==> src/hdl/brz_pkg.sv <==
// Shared types and constants for the bilinear resize block.
package brz_pkg;

    localparam int FRACTION_BITS = 16;
    localparam int PIXEL_BITS    = 16;
    localparam int SCALE_FRAC    = 16;
    localparam int IDX_BITS      = 12;
    localparam int LEN_BITS      = IDX_BITS + 1;
    localparam int DEN_BITS      = 24;
    localparam int DIV_BITS      = IDX_BITS + FRACTION_BITS + SCALE_FRAC;
    localparam int CNT_BITS      = $clog2(DIV_BITS + 1);
    localparam int W_BITS        = FRACTION_BITS + 1;
    localparam int MAX_SOURCE_HEIGHT_DEF = 256;
    localparam int MAX_SOURCE_WIDTH_DEF  = 256;

    // configuration register indexes
    localparam logic [2:0] REG_CONTROL = 3'd0;
    localparam logic [2:0] REG_SRC_H   = 3'd1;
    localparam logic [2:0] REG_SRC_W   = 3'd2;
    localparam logic [2:0] REG_TGT_H   = 3'd3;
    localparam logic [2:0] REG_TGT_W   = 3'd4;
    localparam logic [2:0] REG_VSCALE  = 3'd5;
    localparam logic [2:0] REG_HSCALE  = 3'd6;
    localparam logic [2:0] REG_FILL    = 3'd7;

    // coordinate modes; half_pixel and the unused codes take the default path
    localparam logic [2:0] MODE_ASYM  = 3'd1;
    localparam logic [2:0] MODE_PYT   = 3'd2;
    localparam logic [2:0] MODE_TFNN  = 3'd3;
    localparam logic [2:0] MODE_ALIGN = 3'd4;
    localparam logic [2:0] MODE_CROP  = 3'd5;

    typedef struct packed {
        logic [3:0]                    control;
        logic [8:0]                    src_h;
        logic [8:0]                    src_w;
        logic [11:0]                   tgt_h;
        logic [11:0]                   tgt_w;
        logic [23:0]                   vscale;
        logic [23:0]                   hscale;
        logic signed [PIXEL_BITS-1:0]  fill;
    } cfg_t;

    typedef struct packed {
        logic       capture;
        logic       load_we;
        logic       setup;
        logic       div_step;
        logic       finish;
        logic       issue;
        logic       mul;
        logic       acc;
        logic       out_load;
        logic       axis;
        logic [1:0] corner;
    } cmd_t;

    typedef struct packed {
        logic div_done;
        logic fill_hit;
    } stat_t;

endpackage

==> src/hdl/brz_ctrl.sv <==
// Sequencer for one item: axis mapping, four corner reads, output hand-off.
module brz_ctrl (
    input  logic           clk,
    input  logic           rst_n,
    input  logic           in_valid,
    input  logic           mode,
    output logic           in_stall,
    output logic           out_valid,
    input  logic           out_stall,
    input  brz_pkg::stat_t stat,
    output brz_pkg::cmd_t  cmd
);

    typedef enum logic [3:0] {
        S_IDLE, S_SETUP, S_DIV, S_FIN, S_CHK, S_RD, S_MUL, S_ACC, S_DONE
    } state_t;

    state_t     state_reg, state_next;
    logic       axis_reg, axis_next;
    logic [1:0] corner_reg, corner_next;
    logic       out_valid_reg, out_valid_next;
    logic       accept, out_free;

    assign in_stall  = (state_reg != S_IDLE);
    assign accept    = in_valid && !in_stall;
    assign out_free  = !out_valid_reg || !out_stall;
    assign out_valid = out_valid_reg;

    always_comb
    begin
        cmd            = '0;
        cmd.axis       = axis_reg;
        cmd.corner     = corner_reg;
        state_next     = state_reg;
        axis_next      = axis_reg;
        corner_next    = corner_reg;
        out_valid_next = out_valid_reg && out_stall;
        case (state_reg)
            S_IDLE:
            begin
                if (accept)
                begin
                    if (mode)
                    begin
                        cmd.capture = 1'b1;
                        axis_next   = 1'b0;
                        state_next  = S_SETUP;
                    end
                    else
                    begin
                        cmd.load_we = 1'b1;
                    end
                end
            end
            S_SETUP:
            begin
                cmd.setup  = 1'b1;
                state_next = S_DIV;
            end
            S_DIV:
            begin
                if (stat.div_done)
                    state_next = S_FIN;
                else
                    cmd.div_step = 1'b1;
            end
            S_FIN:
            begin
                cmd.finish = 1'b1;
                if (axis_reg)
                    state_next = S_CHK;
                else
                begin
                    axis_next  = 1'b1;
                    state_next = S_SETUP;
                end
            end
            S_CHK:
            begin
                corner_next = 2'd0;
                state_next  = stat.fill_hit ? S_DONE : S_RD;
            end
            S_RD:
            begin
                cmd.issue  = 1'b1;
                state_next = S_MUL;
            end
            S_MUL:
            begin
                cmd.mul    = 1'b1;
                state_next = S_ACC;
            end
            S_ACC:
            begin
                cmd.acc     = 1'b1;
                corner_next = corner_reg + 2'd1;
                state_next  = (corner_reg == 2'd3) ? S_DONE : S_RD;
            end
            S_DONE:
            begin
                if (out_free)
                begin
                    cmd.out_load   = 1'b1;
                    out_valid_next = 1'b1;
                    state_next     = S_IDLE;
                end
            end
            default:
            begin
                state_next = S_IDLE;
            end
        endcase
    end

    always_ff @(posedge clk or negedge rst_n)
    begin
        if (!rst_n)
        begin
            state_reg     <= S_IDLE;
            axis_reg      <= 1'b0;
            corner_reg    <= 2'd0;
            out_valid_reg <= 1'b0;
        end
        else
        begin
            state_reg     <= state_next;
            axis_reg      <= axis_next;
            corner_reg    <= corner_next;
            out_valid_reg <= out_valid_next;
        end
    end

endmodule

==> config.mk <==
export PLATFORM = sky130hd
export DESIGN_NAME = brz_ctrl
export DESIGN_NICKNAME = d
export VERILOG_FILES = /design/src/hdl/brz_pkg.sv /design/src/hdl/brz_ctrl.sv
export SDC_FILE = /design/constraint.sdc
export NUM_CORES = 1
export LEC_CHECK = 0
export BUFFER_PORTS_ARGS = -buffer_cell sky130_fd_sc_hd__buf_2
export CAP_MARGIN = 20
export CORE_AREA = 2 2 39 41
export DETAILED_ROUTE_END_ITERATION = 10
export DIE_AREA = 0 0 41 43
export PLACE_DENSITY = 0.82
export SKIP_LAST_GASP = 1
export SLEW_MARGIN = 30
export SYNTH_ARGS = -nofsm -noshare
export SYNTH_HDL_FRONTEND = slang
export SYNTH_SLANG_ARGS = --single-unit
==> constraint.sdc <==
create_clock -name clk -period 3.25 [get_ports clk]
set_input_delay 0.8125 -clock clk [delete_from_list [all_inputs] [get_ports clk]]
set_output_delay 0.8125 -clock clk [all_outputs]
set_load 0.05 [all_outputs]
Word level (Yosys, flattened, before mapping)
Cells that the tools add are included.
{"block": "totals", "reg_bits": 8, "in_bits": 7, "wordCells": 57, "romBits": 0, "n_memories": 0, "latchBits": 0, "ram_bits": 0}
{"block": "op_classes", "bitwise_logic": 0, "shifts": 0, "eq_ne": 13, "mul": 0, "reduce_logical": 12, "n_mux": 27, "order_cmp": 0, "div_mod_pow": 0, "addsub": 1}
{"cell": "$pmux W4 S9", "count": 1}
{"cell": "$mux W4", "count": 6}
{"cell": "$eq A4 B3 Y1 const B", "count": 4}
{"cell": "$mux W1", "count": 15}
{"cell": "$eq A4 B2 Y1 const B", "count": 2}
{"cell": "$ne A2 B2 Y1 const B", "count": 4}
{"cell": "$eq A4 B1 Y1 const B", "count": 1}
{"cell": "$eq A4 B4 Y1 const B", "count": 1}
{"cell": "$logic_not A4 Y1", "count": 1}
{"cell": "$mux W2", "count": 2}
{"cell": "$pmux W2 S2", "count": 1}
{"cell": "$reduce_and A4 Y1", "count": 1}
{"cell": "$reduce_bool A2 Y1", "count": 2}
{"cell": "$reduce_bool A4 Y1", "count": 1}
{"cell": "$logic_not A1 Y1", "count": 3}
{"cell": "$mux W3", "count": 1}
{"cell": "$reduce_and A3 Y1", "count": 1}
{"cell": "$add A2 B1 Y2 const B", "count": 1}
{"cell": "$eq A2 B2 Y1 const B", "count": 1}
{"cell": "$logic_and A1 B1 Y1", "count": 2}
{"cell": "$pmux W1 S2", "count": 1}
{"cell": "$logic_or A1 B1 Y1", "count": 1}

Longest topological paths before layout
Gate-level depths: netlist (run 1).
{"block": "depth", "word_depth": 5, "depth_mapped": 5, "ltp_nobuf": 4}

Least setup slack after synthesis (run 1)
Ideal clock, no wire load.
{"block": "synth_timing", "path_type": "input to output", "startpoint": "in stat[1] (netlist name)", "endpoint": "out cmd[8] (netlist name)", "required_ns": 2.438, "path_slack_ns": 0.126, "arrival_ns": 2.312, "cell_stages": 1, "path_cell_list": "nor4_1"}
{"block": "synth_via", "elab_chain_cells": 2}
{"element": "from (decl)", "line": "brz_ctrl.sv:10", "source": "input brz_pkg::stat_t stat,"}
{"element": "$mux W1", "line": "brz_ctrl.sv:62", "source": "if (stat.div_done)"}
{"element": "$mux W1", "line": "brz_ctrl.sv:38", "source": "case (state_reg)"}
{"element": "to (decl)", "line": "brz_ctrl.sv:11", "source": "output brz_pkg::cmd_t cmd"}
No other way between the ends.

==> metrics.yaml, run 1 <==
setup_path:
  rr_worst_depth: 3
  critPathCaptureType: "output port"
  slowest_delay_ps: 570
  crit_path_start_kind: "flop"
  cp_cell_sequence: "nor4_4, inv_2, nor3b_2, buf_2"
  timing.rr.end: "state_reg[0]"
  reg2reg_from: "state_reg[1]"
  critical_path_class: "flop to output port"
  cp.required_ps: 2440
  ff2ff_setup_slack_ps: 1860
  worstPathMaxFanout: 12
  cp_slowest_cell: "dfrtp_1"
  arrival_ps: 1690
synth:
  synth_xor_area_share_pct: 0
  ys_async_sr_fraction_pct: 100
  synth-seq-area-share_pct: 35.1
  yosys_most_used_dff: "dfrtp_1"
  netlist_top_cells_area: "dfrtp_1, buf_6, nand2b_1"
  synth-edff-count: 0
  ys_types: 29
  synth_compound_area_share_pct: 17.5
  synth_nets: 68
  synth_top_family_by_area: "simple AND/OR/NAND/NOR gates"
  syn_area_sq_um: 571
  synth_warnings: 0
  syn_inst: 60
  yosys-mux-area-fraction_pct: 1.75
  synth-adder-area-share_pct: 2.19
  yosys.area.top_type: "dfrtp_1"
  synth_top_area_share_pct: 35.1
  synth_seq_cells: 8
  avgSynthCellArea_sq_um: 9.51
  synth-simple-area-share_pct: 31.6
timing:
  slew_viol_final: 0
  fin_crit_ps: 2500
  fmax_mhz: 400
  fin_tns_setup_ps: 0
  tightest_slew_ps: 535
  final_hold_viol_count: 0
  fin_crit_sh_pct: 77.0
  worst_slack_ps: 747
  skew_ps: 3.23
  setup_viol: 0
  rsz0062_at_grt: "false"
  slew_headroom_pct: 64.3
die:
  die_area_sq_um: 1760
  dieWidth_microns: 41
  die_h_microns: 43
  rows: 14
  start_util_pct: 41.2
  ios: 21
  core_area_sq_um: 1380
finish:
  final_common_cell: "buf_2"
  largest_register_ffs: 4
  area_growth_pct: 15.1
  drive_gt1_share_pct: 36.4
  nNetsFinal: 87
  filler_cell_count: 138
  diodes: 0
  layout_common_cells: "buf_2, dfrtp_1, nand2_1, nand2b_1"
  area.sequential_sq_um: 200
  multi_input_area_sq_um: 303
run:
  cap_violations: 0
grt:
  grt_max_degree: 13
  top_usage_layer: "met2"
  grt-ovfl-total: 0
  met3_usage_pct: 4.71
  antenna_found_initial: 0
  grt_pass1_wl_mm: 1.95
  grt_use_met2_pct: 27.2
  grt_pass1_vias: 465
  use_met1_pct: 16.7
  gr-usage-all-layers_pct: 16.7
cts:
  cts_made_buffers: 3
  hold_buffers: 0
  ctsHtreeMaxLevel: 1
  clock_path_buffers: 2
  root_buffer: "clkbuf_4"
  insertion_delay_ps: 260
  clock_sinks: 8
  clk_pin_slew_worst_paths_ps: 50
  cts-resized-gates: 0
  tritoncts: "yes"
  cts_setup_buffers: 0
detailed_routing:
  routed_wl_mm: 1.27
  drt_iter0_drc: 4
  drc: 0
  wire_per_inst_microns: 13.6
  ant_nets: 0
  drt_pre_antenna_iters: 4
  vias_per_cell: 5.51
  vias: 512
power_and_ir_drop:
  p_total_uw: 784
  p_leak_nw: 0.337
  vdd_drop_max_mv: 0.307
  p_per_area_nw_per_um2: 1190
placed_design:
  hpwl_microns: 954
  io_buffers: 20
  gp_congestion: 0.719
  preCtsSetupSlack_ps: 1020
hold_path:
  min_path_type: "primary input to async pin"
status:
  status: "finished clean"
==> per-stage QoR <==
| stage | instances | instance area [sq um] | hold WS (ps) | utilization (%) |
|---|---|---|---|---|
| finish | 93 | 657 | 387 | 47.5 |
| global route | 93 | 657 | 392 | 47.5 |
| CTS | 93 | 657 | 388 | 47.5 |
| detailed placement | 90 | 634 | 538 | 45.8 |
| global placement | 90 | 634 | 493 | 45.8 |
| floorplan | 60 | 571 | 497 | - |
==> layout make-up <==
cell class	instances	share of cell area (%)
clock buffers	3	3.43
repair buffers	20	15.2
inverters	3	1.71
well taps	16	3.05
multi-input cells	43	46.1
flip-flops and latches	8	30.5
==> how the worst max path moves through the flow <==
stage                          to  slack (ps)         start
final                     cmd[10]         750  state_reg[2]
after global routing      cmd[10]         630  state_reg[2]
after CTS                 cmd[10]         740  state_reg[2]
after detailed placement  cmd[10]        1020  state_reg[2]
after global placement     cmd[8]        1030       stat[1]
after floorplan            cmd[8]         130       stat[1]
==> worst max-delay path: cells and delay by family, from the launching register on <==
kind / cells / cell delay [ps]
flip-flops: 1 / 570
AND/OR/NAND/NOR: 2 / 500
buffers and inverters: 2 / 360
==> routing by layer <==
metal  up-vias  routed length (microns)
li1        246                        -
met1       243                      510
met2        19                      645
met3         4                       72
met4         0                       38
met5         -                        0
==> where the power goes <==
part	total, mW	internal [mW]	switching (mW)	leakage (nW)
combinational	0.466	0.154	0.312	0.226
sequential	0.240	0.139	0.102	0.0980
clock	0.0774	0.0423	0.0351	0.0138
==> synth_stat cells, drive strengths merged (2+ instances only) <==
cell,instances
nand2,7
nand2b,6
nand3b,2
a21oi,4
inv,3
a22o,2
nor4,2
buf,6
nor3,3
dfrtp,8
nor2,4
==> cells by family after synthesis <==
| group | Yosys count |
|---|---|
| AOI/OAI and AO/OA | 14 |
| adders and majority gates | 1 |
| buffers and inverters | 9 |
| DFF | 8 |
| muxes | 1 |
| and+or+nand+nor | 27 |
No activity file was read; power rests on OpenSTA's default activity.
==> inputs of run 2 (changes only) <==
--- a/config.mk
+++ b/config.mk
@@ -5,12 +5,13 @@
 export SDC_FILE = /design/constraint.sdc
 export NUM_CORES = 1
 export LEC_CHECK = 0
+export ABC_AREA = 1
 export BUFFER_PORTS_ARGS = -buffer_cell sky130_fd_sc_hd__buf_2
 export CAP_MARGIN = 20
 export CORE_AREA = 2 2 39 41
 export DETAILED_ROUTE_END_ITERATION = 10
 export DIE_AREA = 0 0 41 43
-export PLACE_DENSITY = 0.82
+export PLACE_DENSITY = 0.8
 export SKIP_LAST_GASP = 1
 export SLEW_MARGIN = 30
 export SYNTH_ARGS = -nofsm -noshare
==> constraint.sdc (replaced) <==
create_clock -name clk -period 2.2 [get_ports clk]
set_input_delay 0.55 -clock clk [delete_from_list [all_inputs] [get_ports clk]]
set_output_delay 0.55 -clock clk [all_outputs]
set_load 0.05 [all_outputs]
==> run 2 against run 1 <==
Synthesized area fell by 9.2%. Largest power group unchanged. Final cell count rose by 18%. Die area did not move.
==> metrics.yaml, run 2 <==
status:
  status: "finished clean"
setup_path:
  critical_path_class: "flop to output port"
  cp.required_ps: 1650
  worstPathMaxFanout: 7
  arrival_ps: 1510
  crit_path_start_kind: "flop"
  critPathCaptureType: "output port"
detailed_routing:
  m1WireLength_microns: 476
  vias: 545
  drt_pre_antenna_iters: 5
  vias_per_cell: 4.95
  top_layer: "met3"
  routed_wl_mm: 1.19
  wire_per_inst_microns: 10.9
  dr_wl_met2_microns: 643
  drc: 0
  drt_iter0_drc: 6
  route.met3.wl_microns: 74
  ant_nets: 0
finish:
  largest_register_ffs: 4
  filler_cell_count: 150
  stdcell_count: 110
  final_util_pct: 47.0
  drive_gt1_share_pct: 33.0
  diodes: 0
  nNetsFinal: 104
  area_growth_pct: 25.6
  layout_common_cells: "buf_2, nand2_1, inv_1, nor2_1, dfrtp_1"
  final_common_cell: "buf_2"
synth:
  ys_async_sr_fraction_pct: 100
  yosys.area.top_type: "dfrtp_1"
  avgSynthCellArea_sq_um: 7.10
  synth.most_common_cell: "nand2_1"
  synth-edff-count: 0
  synth_nets: 81
  yosys-top-cells-count: "nand2_1, inv_1, nor2_1"
  ys_types: 19
  synth_seq_cells: 8
  syn_area_sq_um: 518
  synth-seq-area-share_pct: 38.6
  synth_top_area_share_pct: 38.6
  netlist_top_cells_area: "dfrtp_1, nand2_1, inv_1"
  yosys_most_used_dff: "dfrtp_1"
  synth_warnings: 0
  syn_inst: 73
cts:
  cts_setup_buffers: 0
  clock_sinks: 8
  hold_buffers: 0
  cts_made_buffers: 3
  root_buffer: "clkbuf_4"
  cts-resized-gates: 0
  insertion_delay_ps: 250
  tritoncts: "yes"
  ctsHtreeMaxLevel: 1
  clock_path_buffers: 2
  clk_pin_slew_worst_paths_ps: 60
grt:
  grt_pass1_vias: 500
  grt_pass1_wl_mm: 1.95
  grt-ovfl-total: 0
  grt_max_degree: 9
  antenna_found_initial: 0
  gr-usage-all-layers_pct: 16.6
timing:
  tightest_slew_ps: 244
  setup_viol: 0
  final_hold_viol_count: 0
  fin_crit_sh_pct: 93.8
  fin_tns_setup_ps: 0
  fin_crit_ps: 2060
  slew_headroom_pct: 83.7
  slew_viol_final: 0
  worst_slack_ps: 136
  rsz0062_at_grt: "false"
  fmax_mhz: 484
  skew_ps: 2.32
die:
  die_h_microns: 43
  ios: 21
  dieWidth_microns: 41
  start_util_pct: 37.4
  die_area_sq_um: 1760
  rows: 14
  core_area_sq_um: 1380
placed_design:
  io_buffers: 20
  preCtsSetupSlack_ps: 427
  gp_congestion: 0.822
  dp.cells: 107
  hpwl_microns: 979
power_and_ir_drop:
  vdd_drop_max_mv: 0.564
  p_leak_nw: 0.415
  p_total_uw: 999
  p_per_area_nw_per_um2: 1530
run:
  cap_violations: 0
hold_path:
  min_path_type: "primary input to async pin"
-- run 2: cell types whose count changed after synthesis, sizes merged, moves of 5 or more --
cell	change
nand2	+13
inv	+11
nor2	+11
nand2b	-6
nand3	+5
-- run 2: worst paths after layout --
kind | from | end | slack, ps | depth (start not counted)
worst max-delay path | state_reg[0] | cmd[10] | 140 | 4
worst min-delay path | rst_n | out_valid | 130 | 1
worst max register to register | state_reg[0] | state_reg[0] | 1010 | 6
worst min register to register | out_valid | out_valid | 500 | 2
max in group asynchronous | rst_n | state_reg[0] | 1910 | 1
min in group clk | out_valid | out_valid | 500 | 2
-- run 2: cell families after synthesis --
family	after synthesis	synth area share [%]
buffers and inverters	16	13.0
adder cells (fa/ha/maj)	1	2.42
flip-flops	8	38.6
AO/OA/AOI/OAI	5	6.28
AND/OR/NAND/NOR	43	39.6
-- run 2: final cells by class --
class                   instances  area (sq um)  share of cell area [%]
multi-input cells              49           255                    39.2
flip-flops and latches          8           200                    30.8
repair buffers                 20           100                    15.4
inverters                      14          52.6                    8.08
clock buffers                   3          22.5                    3.46
well taps                      16          20.0                    3.08
-- run 2: critical path, stage by stage, from the launching register on --
cell     delay (ps)
dfrtp_1         460
nor2_1          240
nand2_2         130
nor3b_2         160
buf_2           280
-- run 2: metal layers --
layer / track usage (%) / up-vias
met4: 10.0 / 0
met3: 4.71 / 0
li1: - / 266
met5: 0 / -
met2: 24.1 / 15
met1: 20.7 / 264
-- run 2: through the flow --
stage          cell area (sq um)  hold WS (ps)
3_5_place_dp                 628           404
3_3_place_gp                 628           399
5_1_grt                      651           133
6_report                     651           125
4_1_cts                      651           125
2_1_floorplan                523           254
-- run 2: power breakdown --
group | total [mW] | switching, mW | internal [mW]
logic | 0.626 | 0.474 | 0.152
clock network | 0.114 | 0.0519 | 0.0626
registers | 0.258 | 0.0591 | 0.199
total | 0.999 | 0.585 | 0.414
==> inputs of run 3 (changes only) <==
--- a/config.mk
+++ b/config.mk
@@ -11,7 +11,7 @@
 export CORE_AREA = 2 2 39 41
 export DETAILED_ROUTE_END_ITERATION = 10
 export DIE_AREA = 0 0 41 43
-export PLACE_DENSITY = 0.8
+export PLACE_DENSITY = 0.69
 export SKIP_LAST_GASP = 1
 export SLEW_MARGIN = 30
 export SYNTH_ARGS = -nofsm -noshare
==> run 3 against run 2 <==
Fmax is 0.37% higher. Global-route usage is 0.084 points lower. Clock power hardly changed. Sequential power hardly changed. Largest cell class unchanged. Utilization stayed put. Critical endpoint unchanged. Critical path depth stayed put.
==> metrics.yaml, run 3 (synthesis gave the netlist of run 2 again) <==
power_and_ir_drop:
  internal_power_uw: 413
  pwr-share-seq_pct: 26.2
  p_per_area_nw_per_um2: 1520
  p_leak_nw: 0.415
  p_clk_share_pct: 11.7
  p_sw_share_pct: 58.3
  vdd_drop_max_mv: 0.802
  combPwrFrac_pct: 62.0
  netSwitchingPower_uw: 576
die:
  ios: 21
  start_util_pct: 37.4
  core_area_sq_um: 1380
  dieWidth_microns: 41
  die_h_microns: 43
  die_area_sq_um: 1760
  rows: 14
finish:
  diodes: 0
  stdcell_count: 110
  drive_gt1_share_pct: 33.0
  fin_area_sq_um: 651
  multi_input_area_sq_um: 255
  final_common_cell: "buf_2"
  layout_common_cells: "buf_2, nand2_1, inv_1, nor2_1, dfrtp_1"
  nNetsFinal: 104
  area.sequential_sq_um: 200
  largest_register_ffs: 4
  area_growth_pct: 25.6
  filler_cell_count: 138
grt:
  grt-ovfl-total: 0
  grt_pass1_wl_mm: 1.93
  antenna_found_initial: 0
  gr-usage-all-layers_pct: 16.5
  grt_max_degree: 9
  grt_pass1_vias: 477
timing:
  fmax_mhz: 486
  slew_headroom_pct: 83.1
  worst_slack_ps: 144
  slew_viol_final: 0
  tightest_slew_ps: 253
  setup_viol: 0
  fin_tns_setup_ps: 0
  fin_crit_sh_pct: 93.5
  holdWs_ps: 126
  fin_crit_ps: 2060
  rsz0062_at_grt: "false"
  skew_ps: 1.30
  final_hold_viol_count: 0
setup_path:
  reg2reg_from: "state_reg[0]"
  timing.rr.end: "state_reg[0]"
  worstPathMaxFanout: 7
  arrival_ps: 1510
  critPathCaptureType: "output port"
  rr_worst_depth: 6
  crit_path_start_kind: "flop"
  ff2ff_setup_slack_ps: 1050
  critical_path_class: "flop to output port"
  cp.required_ps: 1650
cts:
  hold_buffers: 0
  cts_setup_buffers: 0
  ctsHtreeMaxLevel: 1
  cts-resized-gates: 0
  root_buffer: "clkbuf_4"
  tritoncts: "yes"
  clock_path_buffers: 2
  clk_pin_slew_worst_paths_ps: 60
  cts_made_buffers: 3
  insertion_delay_ps: 260
  clock_sinks: 8
detailed_routing:
  route.met3.wl_microns: 64
  dr_wl_met2_microns: 572
  drt_iter0_drc: 8
  wire_per_inst_microns: 10.5
  top_layer: "met4"
  m1WireLength_microns: 500
  vias_per_cell: 4.61
  drc: 0
  drt_pre_antenna_iters: 4
  vias: 507
  ant_nets: 0
  routed_wl_mm: 1.15
placed_design:
  hpwl_microns: 928
  gp_congestion: 0.810
  dp.cells: 107
  io_buffers: 20
  preCtsSetupSlack_ps: 428
  placed_area_sq_um: 628
status:
  status: "finished clean"
run:
  cap_violations: 0
hold_path:
  min_path_type: "primary input to async pin"
## run 3: cell counts in the layout (fill, tap and decap cells not counted)
No cell type changed its count.
## run 3: worst max-delay path, stage by stage (launching register included)
cell,delay [ps]
dfrtp_1,450
nor2_1,230
nand2_2,120
nor3b_2,170
buf_2,280
## run 3: per-layer routing
metal	vias to the layer above	global-route usage (%)
met5	-	0
met4	0	10.0
met3	2	3.14
met2	14	25.0
met1	226	20.5
li1	265	-
## run 3: power by group through the flow
stage / Combinational [mW] / Sequential (mW) / Clock, mW
after global routing: 0.667 / 0.267 / 0.129
after global placement: 0.609 / 0.256 / 0
after CTS: 0.617 / 0.258 / 0.119
after detailed placement: 0.615 / 0.261 / 0
final: 0.613 / 0.259 / 0.116
after floorplan: 0.463 / 0.304 / 0
## run 3: final cells by class
class                           count  area share (%)
Inverter                           14            8.08
Clock buffer                        3            3.46
Timing Repair Buffer               20            15.4
Tap cell                           16            3.08
Multi-Input combinational cell     49            39.2
Sequential cell                     8            30.8
## run 3: through the flow
step | power [mW] | util (%)
3_5_place_dp | 0.876 | 45.4
3_3_place_gp | 0.865 | 45.4
5_1_grt | 1.06 | 47.0
4_1_cts | 0.994 | 47.0
2_1_floorplan | 0.767 | -
6_report | 0.989 | 47.0
## run 3: worst max-delay path by stage
stage / end / cells past startpoint / startpoint
5_1_grt: cmd[10] / 4 / state_reg[0]
2_1_floorplan: cmd[10] / 3 / state_reg[0]
6_report: cmd[10] / 4 / state_reg[0]
4_1_cts: cmd[10] / 4 / state_reg[0]
3_3_place_gp: cmd[10] / 4 / state_reg[0]
3_5_place_dp: cmd[10] / 4 / state_reg[0]
